--- src/rtl/crc_pkg.sv ---
// ----------------------------------------------------------------------------
// crc_pkg: shared constants and types for the convex ring checker
// Angle format, CORDIC arctangent table, turn accumulator widths and
// the result bundle of the CORDIC unit.
// ----------------------------------------------------------------------------
package crc_pkg;

    localparam int COORD_BITS_DEF   = 24;
    localparam int MAX_VERTICES_DEF = 4096;

    // binary angle units, one turn = 2**ANGLE_BITS
    localparam int ANGLE_BITS   = 16;
    localparam int FULL_TURN    = 65536;
    localparam int HALF_TURN    = 32768;
    localparam int CORDIC_ITERS = 16;
    localparam int ITER_BITS    = $clog2(CORDIC_ITERS);
    // coordinate difference is scaled by 2**SCALE_SHIFT before rotation
    localparam int SCALE_SHIFT  = 16;
    // guard bits for the scaled difference plus CORDIC gain
    localparam int CORDIC_GUARD = 20;

    // once the absolute sum passes SUM_LIMIT accumulation stops, so the
    // sums stay at or below SUM_LIMIT + HALF_TURN
    localparam int SUM_LIMIT = 65536 + 2047;
    localparam int SUM_BITS  = 18;

    localparam int TOL_BITS   = 11;
    localparam int TOL_RESET  = 2;
    localparam int COUNT_BITS = 13;
    localparam int COUNT_SAT  = 8191;

    localparam logic [ANGLE_BITS-1:0] ATAN_LUT [CORDIC_ITERS] = '{
        16'd8192, 16'd4836, 16'd2555, 16'd1297, 16'd651, 16'd326, 16'd163, 16'd81,
        16'd41,   16'd20,   16'd10,   16'd5,    16'd3,   16'd1,   16'd1,   16'd0
    };

    typedef struct packed {
        logic                  done;
        logic [ANGLE_BITS-1:0] angle;
    } t_cordic_res;

endpackage

--- src/rtl/crc_cfg_if.sv ---
// ----------------------------------------------------------------------------
// crc_cfg_if: configuration write channel
// Carries the turn tolerance register value with a valid/ready handshake.
// ----------------------------------------------------------------------------
interface crc_cfg_if;
    logic                          valid;
    logic                          ready;
    logic [crc_pkg::TOL_BITS-1:0]  turn_tolerance;

    modport source (output valid, output turn_tolerance, input ready);
    modport sink   (input valid, input turn_tolerance, output ready);
endinterface

--- src/rtl/crc_vertex_if.sv ---
// ----------------------------------------------------------------------------
// crc_vertex_if: vertex input channel
// One item per vertex; last_vertex closes the ring.
// ----------------------------------------------------------------------------
interface crc_vertex_if #(
    parameter int COORD_BITS = crc_pkg::COORD_BITS_DEF
);
    logic                         valid;
    logic                         ready;
    logic signed [COORD_BITS-1:0] vertex_x;
    logic signed [COORD_BITS-1:0] vertex_y;
    logic                         last_vertex;

    modport source (output valid, output vertex_x, output vertex_y, output last_vertex,
                    input ready);
    modport sink   (input valid, input vertex_x, input vertex_y, input last_vertex,
                    output ready);
endinterface

--- src/rtl/crc_verdict_if.sv ---
// ----------------------------------------------------------------------------
// crc_verdict_if: verdict output channel
// One item per ring: convexity flag and distinct vertex count.
// ----------------------------------------------------------------------------
interface crc_verdict_if;
    logic                           valid;
    logic                           ready;
    logic                           is_convex;
    logic [crc_pkg::COUNT_BITS-1:0] distinct_count;

    modport source (output valid, output is_convex, output distinct_count, input ready);
    modport sink   (input valid, input is_convex, input distinct_count, output ready);
endinterface

--- src/rtl/convex_ring_check.sv ---
// ----------------------------------------------------------------------------
// convex_ring_check: streaming convexity test of one polygon ring
// Vertices arrive one item at a time; the last one yields the verdict.
// ----------------------------------------------------------------------------
// Usage
//   i_vertex : one item per vertex (x, y, last_vertex). The final vertex of
//              a ring carries last_vertex; if it equals the first it is dropped.
//   o_verdict: one item per ring, is_convex and distinct_count.
//   i_cfg    : turn_tolerance write, always ready; write only while idle.
// Timing
//   A vertex that needs an edge angle passes, from acceptance to the next
//   acceptance, through load, 16 CORDIC iterations, hand-off, turn update and
//   commit. A repeated or first vertex passes through commit only. The last
//   vertex adds the closing edge (another CORDIC pass) and two turn updates
//   unless the ring is short or has failed; its verdict is registered in S_OUT
//   once the output register is free, and i_vertex.ready returns in that same cycle.
//   The CORDIC unit is shared by the edge and closing-edge angles, so the
//   block works on one vertex at a time.
// Reset and stall
//   Reset empties the ring, clears a pending verdict and sets the tolerance
//   to 2. A verdict waits in the output register while o_verdict.ready is
//   low; new vertices are still taken, but the next verdict waits for it.
// ----------------------------------------------------------------------------
module convex_ring_check #(
    parameter int COORD_BITS   = crc_pkg::COORD_BITS_DEF,
    parameter int MAX_VERTICES = crc_pkg::MAX_VERTICES_DEF
) (
    input  logic           i_clk,
    input  logic           i_rst_n,
    crc_cfg_if.sink        i_cfg,
    crc_vertex_if.sink     i_vertex,
    crc_verdict_if.source  o_verdict
);
    localparam int CNT_W    = $clog2(MAX_VERTICES + 2);
    localparam int SHOW_MAX = (MAX_VERTICES < crc_pkg::COUNT_SAT) ?
                              MAX_VERTICES : crc_pkg::COUNT_SAT;
    localparam int DW       = COORD_BITS + 1;
    localparam int AB       = crc_pkg::ANGLE_BITS;
    localparam int SB       = crc_pkg::SUM_BITS;

    typedef enum logic [3:0] {
        S_IDLE, S_EDGE, S_TURN, S_COMMIT, S_FINAL, S_CLOSE, S_CT1, S_CT2, S_OUT
    } t_state;

    t_state                         r_state;
    logic signed [COORD_BITS-1:0]   r_first_x, r_first_y, r_prev_x, r_prev_y, r_x, r_y;
    logic                           r_last;
    logic [AB-1:0]                  r_first_edge, r_prev_edge;
    logic signed [SB-1:0]           r_ssum;
    logic [SB-1:0]                  r_asum;
    logic [CNT_W-1:0]               r_cnt;
    logic                           r_fail;
    logic [crc_pkg::TOL_BITS-1:0]   r_tol;
    logic                           r_out_valid, r_out_convex;
    logic [crc_pkg::COUNT_BITS-1:0] r_out_count;

    logic                           accept, take, cnt_zero, short_ring;
    logic                           in_eq_first, in_eq_prev, first_eq_prev;
    logic signed [COORD_BITS-1:0]   op_x, op_y;
    logic signed [DW-1:0]           dx, dy;
    logic                           cordic_start;
    crc_pkg::t_cordic_res           cres;

    logic [AB-1:0]                  turn_from, turn_to, d;
    logic                           d_pos, turn_en, turn_fail;
    logic signed [SB-1:0]           t, ns;
    logic [SB-1:0]                  mag, na, abs_ns;

    logic [CNT_W-1:0]               cnt_inc;
    logic                           overflow;
    logic signed [SB:0]             dev;
    logic [SB:0]                    abs_dev;
    logic                           convex_ok, out_free, out_load;
    logic [crc_pkg::COUNT_BITS-1:0] shown;

    // ---------------- handshake and compares ----------------
    assign i_cfg.ready    = 1'b1;
    assign i_vertex.ready = (r_state == S_IDLE);
    assign accept         = i_vertex.valid && (r_state == S_IDLE);

    assign in_eq_first   = (i_vertex.vertex_x == r_first_x) && (i_vertex.vertex_y == r_first_y);
    assign in_eq_prev    = (i_vertex.vertex_x == r_prev_x) && (i_vertex.vertex_y == r_prev_y);
    assign first_eq_prev = (r_first_x == r_prev_x) && (r_first_y == r_prev_y);
    assign cnt_zero      = (r_cnt == '0);
    assign short_ring    = (32'(r_cnt) <= 3);
    // a closing vertex equal to the first is dropped
    assign take          = !i_vertex.last_vertex || (!cnt_zero && !in_eq_first);

    // ---------------- CORDIC operands ----------------
    assign op_x = (r_state == S_IDLE) ? i_vertex.vertex_x : r_first_x;
    assign op_y = (r_state == S_IDLE) ? i_vertex.vertex_y : r_first_y;
    assign dx   = DW'(op_x) - DW'(r_prev_x);
    assign dy   = DW'(op_y) - DW'(r_prev_y);

    assign cordic_start = (accept && take && !cnt_zero && !in_eq_prev && !r_fail) ||
                          ((r_state == S_FINAL) && !short_ring && !r_fail && !first_eq_prev);

    crc_cordic #(
        .COORD_BITS (COORD_BITS)
    ) u_cordic (
        .i_clk   (i_clk),
        .i_rst_n (i_rst_n),
        .i_start (cordic_start),
        .i_dx    (dx),
        .i_dy    (dy),
        .o_res   (cres)
    );

    // ---------------- turn accumulation ----------------
    always_comb begin
        turn_from = (r_state == S_CT2) ? cres.angle : r_prev_edge;
        turn_to   = (r_state == S_CT2) ? r_first_edge : cres.angle;
        d         = turn_to - turn_from;
        // exact half turn counts as positive
        d_pos  = (32'(d) <= crc_pkg::HALF_TURN);
        t      = d_pos ? signed'(SB'(d)) : signed'(SB'(d) - SB'(crc_pkg::FULL_TURN));
        mag    = d_pos ? SB'(d) : SB'(crc_pkg::FULL_TURN) - SB'(d);
        ns     = r_ssum + t;
        na     = r_asum + mag;
        abs_ns = (ns < 0) ? SB'(-ns) : SB'(ns);
        // mixed turn signs show up as |signed sum| falling below the absolute sum
        turn_fail = (abs_ns != na) || (32'(na) > crc_pkg::SUM_LIMIT);
        turn_en   = ((r_state == S_TURN) && (r_cnt != CNT_W'(1))) ||
                    (r_state == S_CT1) || (r_state == S_CT2);
    end

    // ---------------- counter and verdict ----------------
    always_comb begin
        cnt_inc  = (32'(r_cnt) <= MAX_VERTICES) ? r_cnt + 1'b1 : r_cnt;
        overflow = (32'(cnt_inc) > MAX_VERTICES);
        dev      = signed'({1'b0, r_asum}) - (SB + 1)'(crc_pkg::FULL_TURN);
        abs_dev  = (dev < 0) ? (SB + 1)'(-dev) : (SB + 1)'(dev);
        convex_ok = short_ring || (!r_fail && (abs_dev <= (SB + 1)'(r_tol)));
        shown    = (32'(r_cnt) > SHOW_MAX) ? crc_pkg::COUNT_BITS'(SHOW_MAX)
                                           : crc_pkg::COUNT_BITS'(r_cnt);
        out_free = !r_out_valid || o_verdict.ready;
        out_load = (r_state == S_OUT) && out_free;
    end

    // ---------------- sequencer ----------------
    always_ff @(posedge i_clk) begin
        if (!i_rst_n) begin
            r_state     <= S_IDLE;
            r_cnt       <= '0;
            r_fail      <= 1'b0;
            r_ssum      <= '0;
            r_asum      <= '0;
            r_out_valid <= 1'b0;
            r_tol       <= crc_pkg::TOL_BITS'(crc_pkg::TOL_RESET);
        end else begin
            if (i_cfg.valid) begin
                r_tol <= i_cfg.turn_tolerance;
            end
            if (o_verdict.ready && !out_load) begin
                r_out_valid <= 1'b0;
            end
            if (turn_en && !r_fail) begin
                r_ssum <= ns;
                r_asum <= na;
                if (turn_fail) begin
                    r_fail <= 1'b1;
                end
            end

            unique case (r_state)
                S_IDLE: begin
                    if (accept) begin
                        r_x    <= i_vertex.vertex_x;
                        r_y    <= i_vertex.vertex_y;
                        r_last <= i_vertex.last_vertex;
                        if (!take) begin
                            r_state <= S_FINAL;
                        end else if (cnt_zero) begin
                            r_first_x <= i_vertex.vertex_x;
                            r_first_y <= i_vertex.vertex_y;
                            r_state   <= S_COMMIT;
                        end else if (in_eq_prev) begin
                            r_fail  <= 1'b1;
                            r_state <= S_COMMIT;
                        end else if (!r_fail) begin
                            r_state <= S_EDGE;
                        end else begin
                            r_state <= S_COMMIT;
                        end
                    end
                end
                S_EDGE: begin
                    if (cres.done) begin
                        r_state <= S_TURN;
                    end
                end
                S_TURN: begin
                    if (r_cnt == CNT_W'(1)) begin
                        r_first_edge <= cres.angle;
                    end
                    r_prev_edge <= cres.angle;
                    r_state     <= S_COMMIT;
                end
                S_COMMIT: begin
                    r_prev_x <= r_x;
                    r_prev_y <= r_y;
                    r_cnt    <= cnt_inc;
                    if (overflow) begin
                        r_fail <= 1'b1;
                    end
                    r_state <= r_last ? S_FINAL : S_IDLE;
                end
                S_FINAL: begin
                    if (!short_ring && !r_fail) begin
                        if (first_eq_prev) begin
                            r_fail  <= 1'b1;
                            r_state <= S_OUT;
                        end else begin
                            r_state <= S_CLOSE;
                        end
                    end else begin
                        r_state <= S_OUT;
                    end
                end
                S_CLOSE: begin
                    if (cres.done) begin
                        r_state <= S_CT1;
                    end
                end
                S_CT1: begin
                    r_state <= S_CT2;
                end
                S_CT2: begin
                    r_state <= S_OUT;
                end
                S_OUT: begin
                    if (out_free) begin
                        r_out_valid  <= 1'b1;
                        r_out_convex <= convex_ok;
                        r_out_count  <= shown;
                        r_cnt        <= '0;
                        r_fail       <= 1'b0;
                        r_ssum       <= '0;
                        r_asum       <= '0;
                        r_state      <= S_IDLE;
                    end
                end
                default: begin
                    r_state <= S_IDLE;
                end
            endcase
        end
    end

    assign o_verdict.valid          = r_out_valid;
    assign o_verdict.is_convex      = r_out_convex;
    assign o_verdict.distinct_count = r_out_count;

endmodule

--- src/rtl/crc_cordic.sv ---
// ----------------------------------------------------------------------------
// crc_cordic: iterative CORDIC atan2
// Vectoring mode, one shift-add iteration per cycle, angle in binary units.
// ----------------------------------------------------------------------------
module crc_cordic #(
    parameter int COORD_BITS = crc_pkg::COORD_BITS_DEF
) (
    input  logic                         i_clk,
    input  logic                         i_rst_n,
    input  logic                         i_start,
    input  logic signed [COORD_BITS:0]   i_dx,
    input  logic signed [COORD_BITS:0]   i_dy,
    output crc_pkg::t_cordic_res         o_res
);
    localparam int W  = COORD_BITS + crc_pkg::CORDIC_GUARD;
    localparam int AB = crc_pkg::ANGLE_BITS;

    logic signed [W-1:0]             r_x, r_y, n_x, n_y;
    logic signed [W-1:0]             x0, y0, xs, ys;
    logic [AB-1:0]                   r_ang, n_ang;
    logic [crc_pkg::ITER_BITS-1:0]   r_iter;
    logic                            r_busy, r_done;

    always_comb begin
        x0 = W'(i_dx) <<< crc_pkg::SCALE_SHIFT;
        y0 = W'(i_dy) <<< crc_pkg::SCALE_SHIFT;
        // arithmetic shift floors, as required
        xs = r_x >>> r_iter;
        ys = r_y >>> r_iter;
        if (r_y >= 0) begin
            n_x   = r_x + ys;
            n_y   = r_y - xs;
            n_ang = r_ang + crc_pkg::ATAN_LUT[r_iter];
        end else begin
            n_x   = r_x - ys;
            n_y   = r_y + xs;
            n_ang = r_ang - crc_pkg::ATAN_LUT[r_iter];
        end
    end

    always_ff @(posedge i_clk) begin
        if (!i_rst_n) begin
            r_busy <= 1'b0;
            r_done <= 1'b0;
        end else begin
            r_done <= 1'b0;
            if (i_start) begin
                r_busy <= 1'b1;
                r_iter <= '0;
                // fold the left half-plane onto the right
                if (x0 < 0) begin
                    r_x   <= -x0;
                    r_y   <= -y0;
                    r_ang <= AB'(crc_pkg::HALF_TURN);
                end else begin
                    r_x   <= x0;
                    r_y   <= y0;
                    r_ang <= '0;
                end
            end else if (r_busy) begin
                r_x    <= n_x;
                r_y    <= n_y;
                r_ang  <= n_ang;
                r_iter <= r_iter + 1'b1;
                if (r_iter == crc_pkg::ITER_BITS'(crc_pkg::CORDIC_ITERS - 1)) begin
                    r_busy <= 1'b0;
                    r_done <= 1'b1;
                end
            end
        end
    end

    assign o_res.done  = r_done;
    assign o_res.angle = r_ang;

endmodule

--- src/flat_wrapper.sv ---
// flat-port wrapper written by rule: the top's interface ports become plain ports
module convex_ring_check_flat 
#(
    parameter int COORD_BITS   = crc_pkg::COORD_BITS_DEF,
    parameter int MAX_VERTICES = crc_pkg::MAX_VERTICES_DEF
)
  (i_clk, i_rst_n, i_cfg_valid, i_cfg_turn_tolerance, i_cfg_ready, i_vertex_valid, i_vertex_vertex_x, i_vertex_vertex_y, i_vertex_last_vertex, i_vertex_ready, o_verdict_valid, o_verdict_is_convex, o_verdict_distinct_count, o_verdict_ready);
  crc_cfg_if i_cfg_i ();
  crc_vertex_if #(.COORD_BITS(COORD_BITS)) i_vertex_i ();
  crc_verdict_if o_verdict_i ();
  input  logic i_clk;
  input  logic i_rst_n;
  input wire logic [$bits(i_cfg_i.valid)-1:0] i_cfg_valid;
  input wire logic [$bits(i_cfg_i.turn_tolerance)-1:0] i_cfg_turn_tolerance;
  output wire logic [$bits(i_cfg_i.ready)-1:0] i_cfg_ready;
  input wire logic [$bits(i_vertex_i.valid)-1:0] i_vertex_valid;
  input wire logic [$bits(i_vertex_i.vertex_x)-1:0] i_vertex_vertex_x;
  input wire logic [$bits(i_vertex_i.vertex_y)-1:0] i_vertex_vertex_y;
  input wire logic [$bits(i_vertex_i.last_vertex)-1:0] i_vertex_last_vertex;
  output wire logic [$bits(i_vertex_i.ready)-1:0] i_vertex_ready;
  output wire logic [$bits(o_verdict_i.valid)-1:0] o_verdict_valid;
  output wire logic [$bits(o_verdict_i.is_convex)-1:0] o_verdict_is_convex;
  output wire logic [$bits(o_verdict_i.distinct_count)-1:0] o_verdict_distinct_count;
  input wire logic [$bits(o_verdict_i.ready)-1:0] o_verdict_ready;
  assign i_cfg_i.valid = i_cfg_valid;
  assign i_cfg_i.turn_tolerance = i_cfg_turn_tolerance;
  assign i_cfg_ready = i_cfg_i.ready;
  assign i_vertex_i.valid = i_vertex_valid;
  assign i_vertex_i.vertex_x = i_vertex_vertex_x;
  assign i_vertex_i.vertex_y = i_vertex_vertex_y;
  assign i_vertex_i.last_vertex = i_vertex_last_vertex;
  assign i_vertex_ready = i_vertex_i.ready;
  assign o_verdict_valid = o_verdict_i.valid;
  assign o_verdict_is_convex = o_verdict_i.is_convex;
  assign o_verdict_distinct_count = o_verdict_i.distinct_count;
  assign o_verdict_i.ready = o_verdict_ready;
  convex_ring_check #(.COORD_BITS(COORD_BITS), .MAX_VERTICES(MAX_VERTICES)) u_core (.i_clk(i_clk), .i_rst_n(i_rst_n), .i_cfg(i_cfg_i), .i_vertex(i_vertex_i), .o_verdict(o_verdict_i));
endmodule
--- config.mk ---
export PLATFORM = sky130hd
export DESIGN_NAME = convex_ring_check_flat
export DESIGN_NICKNAME = d
export VERILOG_FILES = /design/src/rtl/crc_pkg.sv /design/src/rtl/crc_cfg_if.sv /design/src/rtl/crc_vertex_if.sv /design/src/rtl/crc_verdict_if.sv /design/src/rtl/convex_ring_check.sv /design/src/rtl/crc_cordic.sv /design/src/flat_wrapper.sv
export SDC_FILE = /design/constraint.sdc
export NUM_CORES = 2
export LEC_CHECK = 0
export BUFFER_PORTS_ARGS = -buffer_cell sky130_fd_sc_hd__buf_2
export CORE_MARGIN = 2
export CORE_UTILIZATION = 45
export DETAILED_ROUTE_END_ITERATION = 10
export REMOVE_ABC_BUFFERS = 1
export SYNTH_ARGS = -nofsm -noshare
export SYNTH_HDL_FRONTEND = slang
export SYNTH_HIERARCHICAL = 1
export SYNTH_SLANG_ARGS = --single-unit
--- constraint.sdc ---
create_clock -name i_clk -period 15 [get_ports i_clk]
set_clock_uncertainty 0.1 [all_clocks]
set_input_delay 0.75 -clock i_clk [delete_from_list [all_inputs] [get_ports i_clk]]
set_output_delay 0.75 -clock i_clk [all_outputs]
set_load 0.01 [all_outputs]
==> metrics.txt <==
Hold Startpoint=i_cfg_turn_tolerance[1]; Max-slew headroom=20.8%; drt drc=0; number of I/O pins=82; post-layout min period=~8.4 ns; CTS tree=done; root buffer cell=clkbuf_16; Sink Count=approximately 370; r2r setup slk=6.55 ns; gr usage total=24.6%; # rows=102; Final Hold Fails=0; internal cell power=between 3000 and 4000 µW; crit path DAT=about 8.9 ns; first-pass GRT wire length=between 150,000 and 200,000 µm; post-CTS repair timing setup buffer count=0; dpl hpwl=roughly 78,000 µm; switch share=a little over two fifths; unrepaired setup endpoints after global routing=false; fmax=between 100 and 150 MHz; Pleak=around 0.015 µW; largest net degree at the start of global routing=between 70 and 80; maximum vdd drop=between 0.1 and 0.15 mV; Reg power frac=24.9%; CORE AREA=around 80,000 µm²; ratio of final minimum period to clock period=between 50% and 60%; Clock Latency Late Sink=between 0.6 and 0.7 ns; vias per cell=approximately 6; Crit-path slowest cell=nand3_2; post-cts hold buffer count=0; GPL Wtd Cong=roughly 0.91; CP peak stage delay=a little under 0.7 ns; worst-path fanout max=32; dpl cell area=between 30,000 and 40,000 µm²; Fin Setup TNS=0 ns; FILL cells=7,435; total CTS buffers=46; worst-margin pin slew=between 1 and 1.5 ns; Nets=~4,200; max-slew violations=0; Resized Gates After CTS=0; final-report setup violation count=0; WP data required=around 15 ns; Starting Density=a little under half; Yosys cell types=about 120; vias in the first global route=27,900; Setup WS pre-CTS=roughly 6.5 ns; Die Width=roughly 280 µm; initial antenna violation count=2; placed cells=4,899; worst reg2reg path startpoint=u_core/r_state[1]$_SDFFE_PN0P_; Final Non-Filler Cells=around 5,000; power share of the combinational group=52.5%; final setup margin=approximately 6.6 ns; Power Density=137 nW/µm²; antenna viol nets, final=0; path type of the worst setup path=reg2reg; CTS Buffer Depth=3; Max Cap Violations=0; Worst Hold End=u_core/r_tol[1]$_SDFFE_PN1P_; number of synthesized register bits=roughly 370; area grow syn2layout=7.73%; I/O Buffers=80; Setup crit end kind=flop; Die Y=285 µm; Syn Inst Count=between 3,000 and 4,000; Mapped Area=~35,000 µm²; Yosys Warn Count=6; full die area=81,000 µm²; R2R Path End=u_core/r_fail$_SDFF_PN0_; Post-synth EDFFs=299; DRT Pass-1 Iters=6; Worst-path clk slew=approximately 0.060 ns; Clock power frac=between 20 and 25%; DRT iter0 DRCs=2,410; # diodes=0; r2r worst-path depth=29; hold-critical path depth=3; most common cell after layout, fill and taps aside=nand2_1; final wirelength=102,000 µm; Post-synth top flop=edfxtp_1; status=completed; commonest non-fill, non-tap cells in the layout=nand2_1, nor2_1, edfxtp_1; grt ovf=0; H-tree levels=2; Post-synth ARST share=0%; hold crit path type=in2reg; wire per inst=20.5 µm; Post-Layout Inst Area=approximately 38,000 µm²; startpoint types=flop; mean post-synth cell area=roughly 9 µm²; share of cells above drive strength 1=about 11%; Vias=29,900; sequential share of the synthesized area=about 29%; Net Sw Power=roughly 2200 µW; worst hold slack=between 0.2 and 0.3 ns
[synthesized netlist by cell type, drive strengths merged, types with 51 or more instances]
cell type | instances | share of area, %
nor2b | 69 | 1.2
xnor2 | 214 | 5.3
nor2 | 305 | 3.2
mux2i | 89 | 2.5
xor2 | 257 | 6.4
nand2 | 379 | 4.0
inv | 163 | 1.7
a21o | 74 | 1.6
ha | 234 | 8.3
a211oi | 51 | 1.1
mux4 | 83 | 5.3
edfxtp | 299 | 25
nor3 | 72 | 1.1
a21oi | 255 | 3.6
o21ai | 236 | 3.3
buf | 74 | 1.4
nand3 | 93 | 1.3
dfxtp | 68 | 3.8
mux2 | 101 | 3.2
clkbuf | 94 | 1.0
nor4 | 64 | 1.2
[stage by stage]
| stage | power (µW) | utilization [%] |
|---|---|---|
| floorplan | 3410 | - |
| global placement | 4030 | 47.1 |
| detailed placement | 4040 | 47.1 |
| CTS | 5240 | 49.1 |
| global route | 5600 | 49.1 |
| finish | 5220 | 49.1 |
[how the worst max path moves through the flow]
| stage | start | end | slack (ns) | cells after the start |
|---|---|---|---|---|
| CTS | u_core/r_state[1]$_SDFFE_PN0P_ | u_core/r_fail$_SDFF_PN0_ | 6.52 | 29 |
| global route | u_core/r_state[1]$_SDFFE_PN0P_ | u_core/r_fail$_SDFF_PN0_ | 5.78 | 29 |
| floorplan | u_core/r_state[1]$_SDFFE_PN0P_ | u_core/u_cordic/r_y[36]$_DFFE_PP_ | 2.94 | 25 |
| finish | u_core/r_state[1]$_SDFFE_PN0P_ | u_core/r_fail$_SDFF_PN0_ | 6.55 | 29 |
| detailed placement | u_core/r_state[1]$_SDFFE_PN0P_ | u_core/r_fail$_SDFF_PN0_ | 6.53 | 29 |
| global placement | u_core/r_state[1]$_SDFFE_PN0P_ | u_core/r_fail$_SDFF_PN0_ | 6.76 | 29 |
[per-layer routing]
metal  vias up  part of all wire (%)  track usage, %
li1      14500                     -               -
met1     14400                    45            34.0
met2       843                    47            40.5
met3       142                   5.4            2.77
met4         2                   2.8            6.76
met5         -                 0.013               0
[worst max-delay path, delay by kind of cell, from the launching register on]
family | cells | cell delay (ns)
buf+inv | 2 | 0.17
fa+ha+maj | 2 | 0.49
compound gates | 10 | 2.48
mux | 3 | 1.20
flops | 1 | 0.53
xor+xnor | 2 | 0.67
simple gates | 10 | 2.71
[kinds of logic after synthesis]
family                     after synthesis  synth area share, %
muxes                                  273                 11.0
and+or+nand+nor                       1251                 17.3
other                                    2               0.0212
AOI/OAI and AO/OA                      981                 18.0
adders and majority gates              242                 8.71
xor gates and xnor gates               471                 11.7
DFF                                    367                 29.2
buffers and inverters                  333                 4.10
[sequential cells by signal, indices dropped and copies added (netlist names), 24 cells and up]
signal	flops
u_core/r_first_x	24
u_core/r_first_y	24
u_core/r_prev_x	24
u_core/r_prev_y	24
u_core/r_x	24
u_core/r_y	24
u_core/u_cordic/r_x	44
u_core/u_cordic/r_y	44
[power by group through the flow]
stage          sequential, µW  clock, µW  combinational [µW]
4_1_cts                  1300       1200                2740
5_1_grt                  1310       1240                3050
2_1_floorplan            1300          0                2120
3_5_place_dp             1320          0                2720
3_3_place_gp             1320          0                2710
6_report                 1300       1180                2740
[layout make-up]
type,instances,area [µm²],area share [%]
inverters,165,619,1.62
clock inverters,30,385,1.01
clock buffers,56,1220,3.19
well taps,1040,1300,3.41
repair buffers,107,603,1.58
flip-flops and latches,367,10300,27.1
multi-input cells,3220,23700,62.1
No activity file was read; power rests on OpenSTA's default activity.
